--- src/rtl/core/pfwsr_pkg.sv ---
// ----------------------------------------------------------------------------
// pfwsr_pkg
// Shared types and constants for the wide printf format specifier rewriter.
// ----------------------------------------------------------------------------
package pfwsr_pkg;

	localparam int UNIT_W = 21;

	typedef logic [UNIT_W-1:0] unit_t;

	// specifier phase codes
	localparam logic [2:0] PH_TEXT  = 3'd0;
	localparam logic [2:0] PH_FLAGS = 3'd1;
	localparam logic [2:0] PH_WIDTH = 3'd2;
	localparam logic [2:0] PH_PREC  = 3'd3;
	localparam logic [2:0] PH_MODS  = 3'd4;
	localparam logic [2:0] PH_WHELD = 3'd5;

	// character codes
	localparam unit_t CH_NUL     = 21'h000000;
	localparam unit_t CH_SPACE   = 21'h000020;
	localparam unit_t CH_HASH    = 21'h000023;
	localparam unit_t CH_PERCENT = 21'h000025;
	localparam unit_t CH_APOS    = 21'h000027;
	localparam unit_t CH_PLUS    = 21'h00002B;
	localparam unit_t CH_MINUS   = 21'h00002D;
	localparam unit_t CH_DOT     = 21'h00002E;
	localparam unit_t CH_ZERO    = 21'h000030;
	localparam unit_t CH_NINE    = 21'h000039;
	localparam unit_t CH_UC_C    = 21'h000043;
	localparam unit_t CH_UC_I    = 21'h000049;
	localparam unit_t CH_UC_L    = 21'h00004C;
	localparam unit_t CH_UC_S    = 21'h000053;
	localparam unit_t CH_LC_C    = 21'h000063;
	localparam unit_t CH_LC_H    = 21'h000068;
	localparam unit_t CH_LC_L    = 21'h00006C;
	localparam unit_t CH_LC_S    = 21'h000073;
	localparam unit_t CH_LC_W    = 21'h000077;

	// decode result for one unit
	typedef struct packed {
		logic [1:0] cnt;
		unit_t      r0;
		unit_t      r1;
		logic [2:0] ph_next;
	} dec_t;

endpackage

--- src/rtl/core/pfwsr_decode.sv ---
// ----------------------------------------------------------------------------
// pfwsr_decode
// Per-unit rewrite decision: results for one code unit and the next phase.
// ----------------------------------------------------------------------------
module pfwsr_decode (
	input  logic [2:0]      phase,
	input  pfwsr_pkg::unit_t unit,
	output pfwsr_pkg::dec_t  dec
);
	import pfwsr_pkg::*;

	logic is_flag;
	logic is_digit;
	logic is_mod;
	logic is_str;
	unit_t swapped;
	dec_t  mod_start;

	assign is_flag = (unit == CH_MINUS) || (unit == CH_PLUS) || (unit == CH_SPACE) ||
		(unit == CH_HASH) || (unit == CH_APOS) || (unit == CH_ZERO);
	assign is_digit = (unit >= CH_ZERO) && (unit <= CH_NINE);
	assign is_mod = (unit == CH_LC_H) || (unit == CH_LC_L) || (unit == CH_UC_L) ||
		(unit == CH_LC_W) || (unit == CH_UC_I);
	assign is_str = (unit == CH_LC_S) || (unit == CH_UC_S) ||
		(unit == CH_LC_C) || (unit == CH_UC_C);

	always_comb begin
		case (unit)
			CH_LC_S: swapped = CH_UC_S;
			CH_UC_S: swapped = CH_LC_S;
			CH_LC_C: swapped = CH_UC_C;
			CH_UC_C: swapped = CH_LC_C;
			default: swapped = unit;
		endcase
	end

	// unit at the modifier position
	always_comb begin
		mod_start.r1 = CH_NUL;
		if (unit == CH_LC_W) begin
			mod_start.cnt     = 2'd0;
			mod_start.r0      = unit;
			mod_start.ph_next = PH_WHELD;
		end else if (is_mod) begin
			mod_start.cnt     = 2'd1;
			mod_start.r0      = unit;
			mod_start.ph_next = PH_MODS;
		end else begin
			mod_start.cnt     = 2'd1;
			mod_start.r0      = swapped;
			mod_start.ph_next = PH_TEXT;
		end
	end

	always_comb begin
		dec.cnt     = 2'd1;
		dec.r0      = unit;
		dec.r1      = CH_NUL;
		dec.ph_next = phase;
		if (unit == CH_NUL) begin
			// terminator flushes a held 'w'
			if (phase == PH_WHELD) begin
				dec.cnt = 2'd2;
				dec.r0  = CH_LC_W;
			end
			dec.ph_next = PH_TEXT;
		end else begin
			case (phase)
				PH_FLAGS, PH_WIDTH: begin
					if (phase == PH_FLAGS && is_flag) begin
						dec.ph_next = PH_FLAGS;
					end else if (is_digit) begin
						dec.ph_next = PH_WIDTH;
					end else if (unit == CH_DOT) begin
						dec.ph_next = PH_PREC;
					end else begin
						dec = mod_start;
					end
				end
				PH_PREC: begin
					if (!is_digit) begin
						dec = mod_start;
					end
				end
				PH_MODS: begin
					dec.ph_next = is_mod ? PH_MODS : PH_TEXT;
				end
				PH_WHELD: begin
					dec.cnt     = 2'd2;
					dec.r0      = is_str ? CH_LC_L : CH_LC_W;
					dec.r1      = unit;
					dec.ph_next = PH_TEXT;
				end
				default: begin
					dec.ph_next = (unit == CH_PERCENT) ? PH_FLAGS : PH_TEXT;
				end
			endcase
		end
	end

endmodule

--- src/rtl/core/printf_format_wide_specifier_rewriter.sv ---
// ----------------------------------------------------------------------------
// printf_format_wide_specifier_rewriter
// Rewrites a wide printf format stream: swaps s/S and c/C in bare specifiers
// and turns a 'w' size modifier into 'l' ahead of string conversions.
// ----------------------------------------------------------------------------
//  channel | signals                        | transaction
//  --------+--------------------------------+-------------------------------
//  input   | in_valid, in_stall, code_unit  | one format code unit
//  output  | out_valid, out_stall,          | one rewritten unit; last_of_run
//          | out_unit, last_of_run          | marks the last one per input
//
//  One input unit per cycle while in_stall is low; a unit that yields two
//  results (flushed or resolved 'w') holds the two-entry output buffer until both are taken.
//  An input unit is registered in the input stage, then decoded into the output buffer.
//  Reset clears the input stage valid flag, the output buffer count and the phase.
//  An output stall backs up into in_stall only once the input stage is full.
// ----------------------------------------------------------------------------
module printf_format_wide_specifier_rewriter (
	input  logic             clk,
	input  logic             arst_n,
	input  logic             in_valid,
	output logic             in_stall,
	input  pfwsr_pkg::unit_t code_unit,
	output logic             out_valid,
	input  logic             out_stall,
	output pfwsr_pkg::unit_t out_unit,
	output logic             last_of_run
);
	import pfwsr_pkg::*;

	logic       valid_s1;
	unit_t      unit_s1;
	logic [2:0] phase_q;
	logic [1:0] cnt_q;
	unit_t      a_unit_q;
	logic       a_last_q;
	unit_t      b_unit_q;
	dec_t       dec;
	logic       out_acc;
	logic       proc;

	pfwsr_decode u_decode (
		.phase (phase_q),
		.unit  (unit_s1),
		.dec   (dec)
	);

	assign out_valid   = (cnt_q != 2'd0);
	assign out_unit    = a_unit_q;
	assign last_of_run = a_last_q;
	assign out_acc     = out_valid && !out_stall;
	// buffer is free now or empties this cycle
	assign proc        = valid_s1 && ((cnt_q == 2'd0) || ((cnt_q == 2'd1) && !out_stall));
	assign in_stall    = valid_s1 && !proc;

	always_ff @(posedge clk or negedge arst_n) begin
		if (!arst_n) begin
			valid_s1 <= 1'b0;
		end else if (!in_stall) begin
			valid_s1 <= in_valid;
		end
	end

	always_ff @(posedge clk) begin
		if (!in_stall && in_valid) begin
			unit_s1 <= code_unit;
		end
	end

	always_ff @(posedge clk or negedge arst_n) begin
		if (!arst_n) begin
			phase_q <= PH_TEXT;
			cnt_q   <= 2'd0;
		end else if (proc) begin
			phase_q <= dec.ph_next;
			cnt_q   <= dec.cnt;
		end else if (out_acc) begin
			cnt_q <= cnt_q - 2'd1;
		end
	end

	always_ff @(posedge clk) begin
		if (proc) begin
			a_unit_q <= dec.r0;
			a_last_q <= (dec.cnt == 2'd1);
			b_unit_q <= dec.r1;
		end else if (out_acc && cnt_q == 2'd2) begin
			a_unit_q <= b_unit_q;
			a_last_q <= 1'b1;
		end
	end

endmodule

--- config.mk ---
export PLATFORM = sky130hd
export DESIGN_NAME = printf_format_wide_specifier_rewriter
export DESIGN_NICKNAME = d
export VERILOG_FILES = /design/src/rtl/core/pfwsr_pkg.sv /design/src/rtl/core/pfwsr_decode.sv /design/src/rtl/core/printf_format_wide_specifier_rewriter.sv
export SDC_FILE = /design/constraint.sdc
export NUM_CORES = 1
export LEC_CHECK = 0
export BUFFER_PORTS_ARGS = -buffer_cell sky130_fd_sc_hd__buf_2
export CELL_PAD_IN_SITES_DETAIL_PLACEMENT = 0
export CELL_PAD_IN_SITES_GLOBAL_PLACEMENT = 1
export CORE_MARGIN = 1
export CORE_UTILIZATION = 30
export DETAILED_ROUTE_END_ITERATION = 8
export PLACE_DENSITY_LB_ADDON = 0.1
export SYNTH_ARGS = -nofsm -noshare
export SYNTH_HDL_FRONTEND = slang
export SYNTH_SLANG_ARGS = --single-unit
--- constraint.sdc ---
create_clock -name clk -period 2.4 [get_ports clk]
set_input_delay 0.36 -clock clk [delete_from_list [all_inputs] [get_ports clk]]
set_output_delay 0.36 -clock clk [all_outputs]
set_load 0.02 [all_outputs]
==> run_summary.xml, run 1 <==
<?xml version="1.0" encoding="UTF-8"?>
<metrics>
  <group name="worst_setup_path">
    <metric name="crit_required" unit="ns">2.59</metric>
    <metric name="worst-r2r-cell-count" unit="">6</metric>
    <metric name="critical_path_arrival" unit="ns">2.42</metric>
    <metric name="endpoint" unit="">out_unit[5]</metric>
    <metric name="regToRegStartpoint" unit="">unit_s1[15]</metric>
    <metric name="critPathCaptureType" unit="">flop</metric>
    <metric name="crit_type" unit="">reg2reg</metric>
    <metric name="crit_path_start_kind" unit="">flop</metric>
    <metric name="setup_slack_reg_to_reg" unit="ns">0.17</metric>
    <metric name="r2r_end" unit="">out_unit[5]</metric>
    <metric name="crit_fanout" unit="">8</metric>
    <metric name="start_point_of_the_critical_path" unit="">unit_s1[15]</metric>
  </group>
  <group name="synthesis">
    <metric name="synth_seq_cells" unit="">70</metric>
    <metric name="synth_edf_count" unit="">64</metric>
    <metric name="yosys_warnings" unit="">0</metric>
    <metric name="synth-main-ff-cell" unit="">sky130_fd_sc_hd__edfxtp_1</metric>
    <metric name="synth_cell_type_count" unit="">46</metric>
    <metric name="synth-async-reset-ratio" unit="">0.0857</metric>
    <metric name="syn_avg_cell_area" unit="um2">11.8</metric>
    <metric name="synth_fp_nets" unit="">305</metric>
    <metric name="synthesis.instances" unit="">277</metric>
    <metric name="synth_area" unit="um2">3260</metric>
    <metric name="synth.yosys.seq_area_share" unit="">0.636</metric>
  </group>
  <group name="grt">
    <metric name="global_route.overflow_total" unit="">0</metric>
    <metric name="grt_first_pass_wirelength" unit="um">12200</metric>
    <metric name="number_of_antenna_violations_at_the_first_check_in_global_routing" unit="">0</metric>
    <metric name="largest_net_degree_at_the_start_of_global_routing" unit="">31</metric>
    <metric name="grt_usage" unit="">0.145</metric>
    <metric name="via_count_of_the_first_global_routing_pass" unit="">2313</metric>
  </group>
  <group name="power_and_ir_drop">
    <metric name="power.total" unit="uW">4680</metric>
    <metric name="power.density" unit="nW/um2">1190</metric>
    <metric name="power.net_switching" unit="uW">1680</metric>
    <metric name="irDropWorstVdd" unit="V">0.000421</metric>
    <metric name="power.internal" unit="uW">3000</metric>
    <metric name="clock_power_share" unit="">0.228</metric>
    <metric name="power.share.switching" unit="">0.360</metric>
    <metric name="leakage_power_figure" unit="uW">0.00161</metric>
    <metric name="combPwrFrac" unit="">0.316</metric>
    <metric name="reg_power_frac" unit="">0.455</metric>
  </group>
  <group name="die">
    <metric name="die_h" unit="um">106</metric>
    <metric name="core_region_area" unit="um2">10400</metric>
    <metric name="io_pins" unit="">49</metric>
    <metric name="floorplan.initialDensity" unit="">0.313</metric>
    <metric name="row_count" unit="">37</metric>
    <metric name="floorplan.die.width" unit="um">106</metric>
    <metric name="floorplan.die_area" unit="um2">11300</metric>
  </group>
  <group name="sta">
    <metric name="finalHoldViolCount" unit="">0</metric>
    <metric name="min_period" unit="ns">2.23</metric>
    <metric name="maxSlewHeadroom" unit="">0.666</metric>
    <metric name="finalSetupViolCount" unit="">0</metric>
    <metric name="worst_slew_pin_slew" unit="ns">0.494</metric>
    <metric name="timing.final.crit_share" unit="">0.928</metric>
    <metric name="rsz0062_at_grt" unit="">no</metric>
    <metric name="fin_hold_ws" unit="ns">0.174</metric>
    <metric name="setup_total_negative_slack" unit="ns">0</metric>
    <metric name="finalClockSkew" unit="ns">0.0103</metric>
    <metric name="fmax" unit="MHz">449</metric>
    <metric name="drv_slew" unit="">0</metric>
  </group>
  <group name="clock_tree">
    <metric name="cts-htree-levels" unit="">3</metric>
    <metric name="clock_latency_of_the_later_clocked_register_in_the_worst_skew_pair" unit="ns">0.35</metric>
    <metric name="cts-buffers-inserted" unit="">9</metric>
    <metric name="tritoncts" unit="">done</metric>
    <metric name="hold_fix_buffers_cts" unit="">1</metric>
    <metric name="postCtsSetupRepairBufs" unit="">0</metric>
    <metric name="clock_path_buffers" unit="">2</metric>
    <metric name="clkTransAtPathRegs" unit="ns">0.08</metric>
    <metric name="clock_root_buffer_master" unit="">sky130_fd_sc_hd__clkbuf_8</metric>
    <metric name="cts.sinks" unit="">70</metric>
    <metric name="post_cts_resized" unit="">0</metric>
  </group>
  <group name="final_layout">
    <metric name="antenna-diode-count" unit="">0</metric>
    <metric name="final_layout_size_suffix_gt1_frac" unit="">0.263</metric>
    <metric name="final_util" unit="">0.378</metric>
    <metric name="fillCellCount" unit="">1043</metric>
    <metric name="layout.nets" unit="">361</metric>
    <metric name="area_delta_synth_final" unit="%">21.1</metric>
  </group>
  <group name="place">
    <metric name="place.port_buffers" unit="">48</metric>
    <metric name="globalplace.congestion" unit="">0.820</metric>
    <metric name="dp_hpwl" unit="um">4960</metric>
  </group>
  <group name="outcome">
    <metric name="outcome" unit="">finished clean</metric>
  </group>
  <group name="route">
    <metric name="drt_pre_antenna_iters" unit="">4</metric>
    <metric name="drt-vias-per-instance" unit="">4.77</metric>
    <metric name="final_antenna_net_count" unit="">0</metric>
    <metric name="drt-initial-drc-count" unit="">87</metric>
    <metric name="vias" unit="">2260</metric>
    <metric name="drt_wl_total" unit="um">7440</metric>
    <metric name="routedWlPerCell" unit="um">15.7</metric>
    <metric name="drc_errors" unit="">0</metric>
  </group>
  <group name="min_path">
    <metric name="timing.hold.worst.class" unit="">in2reg</metric>
  </group>
  <group name="flow_run">
    <metric name="cap_violations" unit="">0</metric>
  </group>
</metrics>
kinds of logic (layout without fill, tap and decap cells):
logic type / count (synthesis) / in the layout / synth area share
adder cells (fa/ha/maj): 3 / 3 / 0.0115
multiplexers: 2 / 2 / 0.00615
XOR/XNOR: 3 / 3 / 0.00807
AND/OR/NAND/NOR: 131 / 131 / 0.224
buffers and inverters: 25 / 86 / 0.0300
AO/OA/AOI/OAI: 43 / 43 / 0.0838
flip-flops: 70 / 70 / 0.636
layer usage:
metal  GRT usage  up-vias  share of wire
met4      0.0635        0          0.019
met2       0.221       51           0.45
met1       0.197     1068           0.49
met3      0.0337       13          0.039
met5           0        -              0
li1            -     1128              -
worst min path at each step:
| stage | slack, ns | endpoint | startpoint | depth (start not counted) |
|---|---|---|---|---|
| finish | 0.17 | unit_s1[18] | code_unit[18] | 1 |
| global route | 0.15 | unit_s1[18] | code_unit[18] | 1 |
| CTS | 0.16 | unit_s1[18] | code_unit[18] | 1 |
| detailed placement | 0.19 | phase_q[1] | arst_n | 1 |
| global placement | 0.19 | phase_q[2] | arst_n | 1 |
| floorplan | 0.06 | cnt_q[0] | arst_n | 0 |
sequential cells by signal, indices dropped and copies added (netlist names):
signal,flops
phase_q,3
last_of_run,1
unit_s1,21
out_unit,21
valid_s1,1
cnt_q,2
b_unit_q,21
cell usage in the layout (no fill, tap or decap), drive strengths merged, types with 2 or more instances in the layout:
cell    count
edfxtp     64
buf        64
nand2      45
and3       23
nand3      17
nor2       15
o21ai      14
clkbuf     10
a21oi       8
nor3        6
dfrtp       6
a31oi       5
inv         5
nor2b       4
a21o        4
nor4        4
xnor2       3
and2        3
o31ai       3
ha          3
clkinv      3
mux2i       2
nand4b      2
bufinv      2
nand4       2
power groups by stage:
stage	clock, uW	sequential [uW]	combinational, uW
finish	1070	2130	1480
global route	1150	2180	1640
CTS	1100	2140	1520
detailed placement	0	2160	1510
global placement	0	2160	1530
floorplan	0	2370	744
cell type report:
| cell class | instances | area, um2 | share of cell area |
|---|---|---|---|
| multi-input cells | 182 | 1090 | 0.276 |
| clock inverters | 6 | 93.8 | 0.0238 |
| repair buffers | 65 | 370 | 0.0939 |
| well taps | 136 | 170 | 0.0432 |
| clock buffers | 10 | 128 | 0.0324 |
| flip-flops and latches | 70 | 2070 | 0.526 |
| inverters | 5 | 18.8 | 0.00476 |
cell usage after synthesis (all sizes together) (5+ instances only):
cell     n  area share
dfrtp    6       0.046
edfxtp  64        0.59
and3    23       0.044
nand3   17       0.026
a21oi    8       0.012
a31oi    5      0.0096
clkbuf  17       0.020
o21ai   14       0.022
nor2    15       0.017
nand2   45       0.054
nor3     6      0.0092
stage by stage:
step | std cells | cell area (um2) | setup slack (ns)
final | 474 | 3940 | 0.174
after global routing | 474 | 3940 | 0.0289
after floorplan | 277 | 3260 | 0.0747
after detailed placement | 457 | 3710 | 0.209
after CTS | 474 | 3940 | 0.173
after global placement | 457 | 3710 | 0.297
critical path: stages, from the launching register on:
cell                       delay, ns
sky130_fd_sc_hd__edfxtp_1       0.43
sky130_fd_sc_hd__nor4_4         0.37
sky130_fd_sc_hd__and4_4         0.31
sky130_fd_sc_hd__nand2_4        0.09
sky130_fd_sc_hd__o41ai_1        0.53
sky130_fd_sc_hd__nor3_1         0.11
sky130_fd_sc_hd__a211oi_2       0.22
Power figures use the tool's default switching activity.
==> inputs of run 2 (changes only) <==
Settings changed: CORE_UTILIZATION 30 to 41.
==> run 2 against run 1 <==
  * Critical endpoint unchanged
  * Sequential share of layout area rose by 0.68 points
  * Critical path type unchanged
  * Highest routed layer unchanged
  * Global-route usage rose by 3.3 points
  * Sequential power barely moved
  * Clock skew fell by 0.0039 ns
  * Clock power barely moved
  * Cell count fell by 7.4%
  * Worst hold slack improved by 0.0078 ns
==> run_summary.xml, run 2 (synthesized netlist as in run 1, its figures left out) <==
<?xml version="1.0" encoding="UTF-8"?>
<metrics>
  <group name="grt">
    <metric name="number_of_antenna_violations_at_the_first_check_in_global_routing" unit="">0</metric>
    <metric name="largest_net_degree_at_the_start_of_global_routing" unit="">31</metric>
    <metric name="grt_first_pass_wirelength" unit="um">11100</metric>
    <metric name="grt_usage" unit="">0.178</metric>
    <metric name="global_route.overflow_total" unit="">0</metric>
    <metric name="via_count_of_the_first_global_routing_pass" unit="">2124</metric>
  </group>
  <group name="place">
    <metric name="post-place-cells" unit="">422</metric>
    <metric name="instance_area_at_placement" unit="um2">3660</metric>
    <metric name="dp_hpwl" unit="um">4600</metric>
    <metric name="place.port_buffers" unit="">48</metric>
    <metric name="globalplace.congestion" unit="">0.863</metric>
  </group>
  <group name="route">
    <metric name="drc_errors" unit="">0</metric>
    <metric name="drt-initial-drc-count" unit="">104</metric>
    <metric name="final_antenna_net_count" unit="">0</metric>
    <metric name="drt-vias-per-instance" unit="">5.26</metric>
    <metric name="drt_pre_antenna_iters" unit="">4</metric>
    <metric name="drt_wl_total" unit="um">6920</metric>
    <metric name="routedWlPerCell" unit="um">15.8</metric>
    <metric name="vias" unit="">2308</metric>
  </group>
  <group name="sta">
    <metric name="fmax" unit="MHz">463</metric>
    <metric name="worst_slew_pin_slew" unit="ns">0.408</metric>
    <metric name="maxSlewHeadroom" unit="">0.721</metric>
    <metric name="finalSetupViolCount" unit="">0</metric>
    <metric name="fin_hold_ws" unit="ns">0.182</metric>
    <metric name="min_period" unit="ns">2.16</metric>
    <metric name="finalClockSkew" unit="ns">0.00646</metric>
    <metric name="setup_total_negative_slack" unit="ns">0</metric>
    <metric name="finalHoldViolCount" unit="">0</metric>
    <metric name="drv_slew" unit="">0</metric>
    <metric name="timing.final.crit_share" unit="">0.900</metric>
    <metric name="rsz0062_at_grt" unit="">no</metric>
  </group>
  <group name="min_path">
    <metric name="timing.hold.worst.class" unit="">in2reg</metric>
  </group>
  <group name="power_and_ir_drop">
    <metric name="irDropWorstVdd" unit="V">0.000462</metric>
    <metric name="power.density" unit="nW/um2">1200</metric>
    <metric name="leakage_power_figure" unit="uW">0.00161</metric>
  </group>
  <group name="worst_setup_path">
    <metric name="max_stage_delay" unit="ns">0.47</metric>
    <metric name="crit_path_start_kind" unit="">flop</metric>
    <metric name="crit_chain" unit="">nor4_4, and4_4, nand2_4, o41ai_1, nor3_1, a211oi_2</metric>
    <metric name="cp_slowest_cell" unit="">sky130_fd_sc_hd__o41ai_1</metric>
    <metric name="crit_buf_inv" unit="">0</metric>
    <metric name="crit_type" unit="">reg2reg</metric>
    <metric name="crit_fanout" unit="">8</metric>
    <metric name="crit_required" unit="ns">2.59</metric>
    <metric name="critical_path_arrival" unit="ns">2.35</metric>
    <metric name="critPathCaptureType" unit="">flop</metric>
    <metric name="cpLargestDelayFamily" unit="">simple AND/OR/NAND/NOR gates</metric>
  </group>
  <group name="final_layout">
    <metric name="final_layout_size_suffix_gt1_frac" unit="">0.261</metric>
    <metric name="final_cell_count_no_fill" unit="">439</metric>
    <metric name="finish.instance_area" unit="um2">3890</metric>
    <metric name="antenna-diode-count" unit="">0</metric>
    <metric name="final_util" unit="">0.506</metric>
    <metric name="layout.nets" unit="">360</metric>
    <metric name="layout.cells.most_common" unit="">sky130_fd_sc_hd__edfxtp_1</metric>
    <metric name="area_delta_synth_final" unit="%">19.6</metric>
    <metric name="most-common-layout-cells" unit="">sky130_fd_sc_hd__edfxtp_1 (64), sky130_fd_sc_hd__buf_2 (48), sky130_fd_sc_hd__nand2_1 (44)</metric>
  </group>
  <group name="clock_tree">
    <metric name="cts.sinks" unit="">70</metric>
    <metric name="clkTransAtPathRegs" unit="ns">0.08</metric>
    <metric name="cts-buffers-inserted" unit="">9</metric>
    <metric name="tritoncts" unit="">done</metric>
    <metric name="clock_root_buffer_master" unit="">sky130_fd_sc_hd__clkbuf_8</metric>
    <metric name="clock_latency_of_the_later_clocked_register_in_the_worst_skew_pair" unit="ns">0.35</metric>
    <metric name="hold_fix_buffers_cts" unit="">1</metric>
    <metric name="post_cts_resized" unit="">0</metric>
    <metric name="cts-htree-levels" unit="">3</metric>
    <metric name="clock_path_buffers" unit="">2</metric>
    <metric name="postCtsSetupRepairBufs" unit="">0</metric>
  </group>
  <group name="flow_run">
    <metric name="cap_violations" unit="">0</metric>
  </group>
  <group name="die">
    <metric name="floorplan.die_area" unit="um2">8300</metric>
    <metric name="row_count" unit="">32</metric>
    <metric name="floorplan.die.width" unit="um">91.1</metric>
    <metric name="floorplan.initialDensity" unit="">0.424</metric>
    <metric name="die_h" unit="um">91.1</metric>
    <metric name="core_region_area" unit="um2">7690</metric>
    <metric name="io_pins" unit="">49</metric>
  </group>
  <group name="outcome">
    <metric name="outcome" unit="">finished clean</metric>
  </group>
</metrics>
[run 2: cell types whose count changed in the layout (fill, tap and decap cells not counted)]
cell / before / now
sky130_fd_sc_hd__buf_4: 16 / 15
sky130_fd_sc_hd__clkinv_4: 2 / 1
sky130_fd_sc_hd__inv_6: 1 / 2
[run 2: metal layers]
layer  GRT usage  part of all wire  vias to the layer above
met3      0.0335             0.034                       15
met2       0.277              0.48                       66
met4      0.0913             0.024                        0
li1            -                 -                     1136
met5           0                 0                        -
met1       0.238              0.46                     1091
[run 2: worst reg2reg max path, delay by kind of cell (launching register included)]
kind / cells / cell delay [ns]
AOI/OAI and AO/OA: 2 / 0.69
DFF: 1 / 0.44
and+or+nand+nor: 4 / 0.89
[run 2: area by class of cell]
type / instances / area, um2
Clock buffer: 10 / 128
Fill cell: 725 / 3790
Multi-Input combinational cell: 182 / 1090
Timing Repair Buffer: 64 / 363
Clock inverter: 6 / 93.8
Sequential cell: 70 / 2070
Tap cell: 102 / 128
Inverter: 5 / 18.8
[run 2: metrics by stage]
step	total power, uW	setup WS [ns]
global placement	3630	0.352
floorplan	3120	0.0747
global route	4950	0.120
CTS	4730	0.239
finish	4680	0.239
detailed placement	3650	0.288
[run 2: final timing paths]
| check | start | end | slack [ns] | cells after the start |
|---|---|---|---|---|
| max in group asynchronous | arst_n | phase_q[0] | 1.91 | 2 |
| setup reg to reg | unit_s1[15] | out_unit[5] | 0.24 | 6 |
| hold reg to reg | b_unit_q[2] | out_unit[2] | 0.51 | 2 |
| hold / removal | code_unit[18] | unit_s1[18] | 0.18 | 1 |
| setup / recovery | unit_s1[15] | out_unit[5] | 0.24 | 6 |
| min in group asynchronous | arst_n | cnt_q[0] | 0.35 | 2 |
[run 2: where the power goes]
| group | total (uW) | leakage [uW] | internal [uW] | switching (uW) |
|---|---|---|---|---|
| logic | 1470 | 0.000811 | 455 | 1020 |
| clock network | 1070 | 0.000107 | 595 | 475 |
| registers | 2130 | 0.000688 | 1950 | 189 |
| total | 4680 | 0.00161 | 3000 | 1680 |
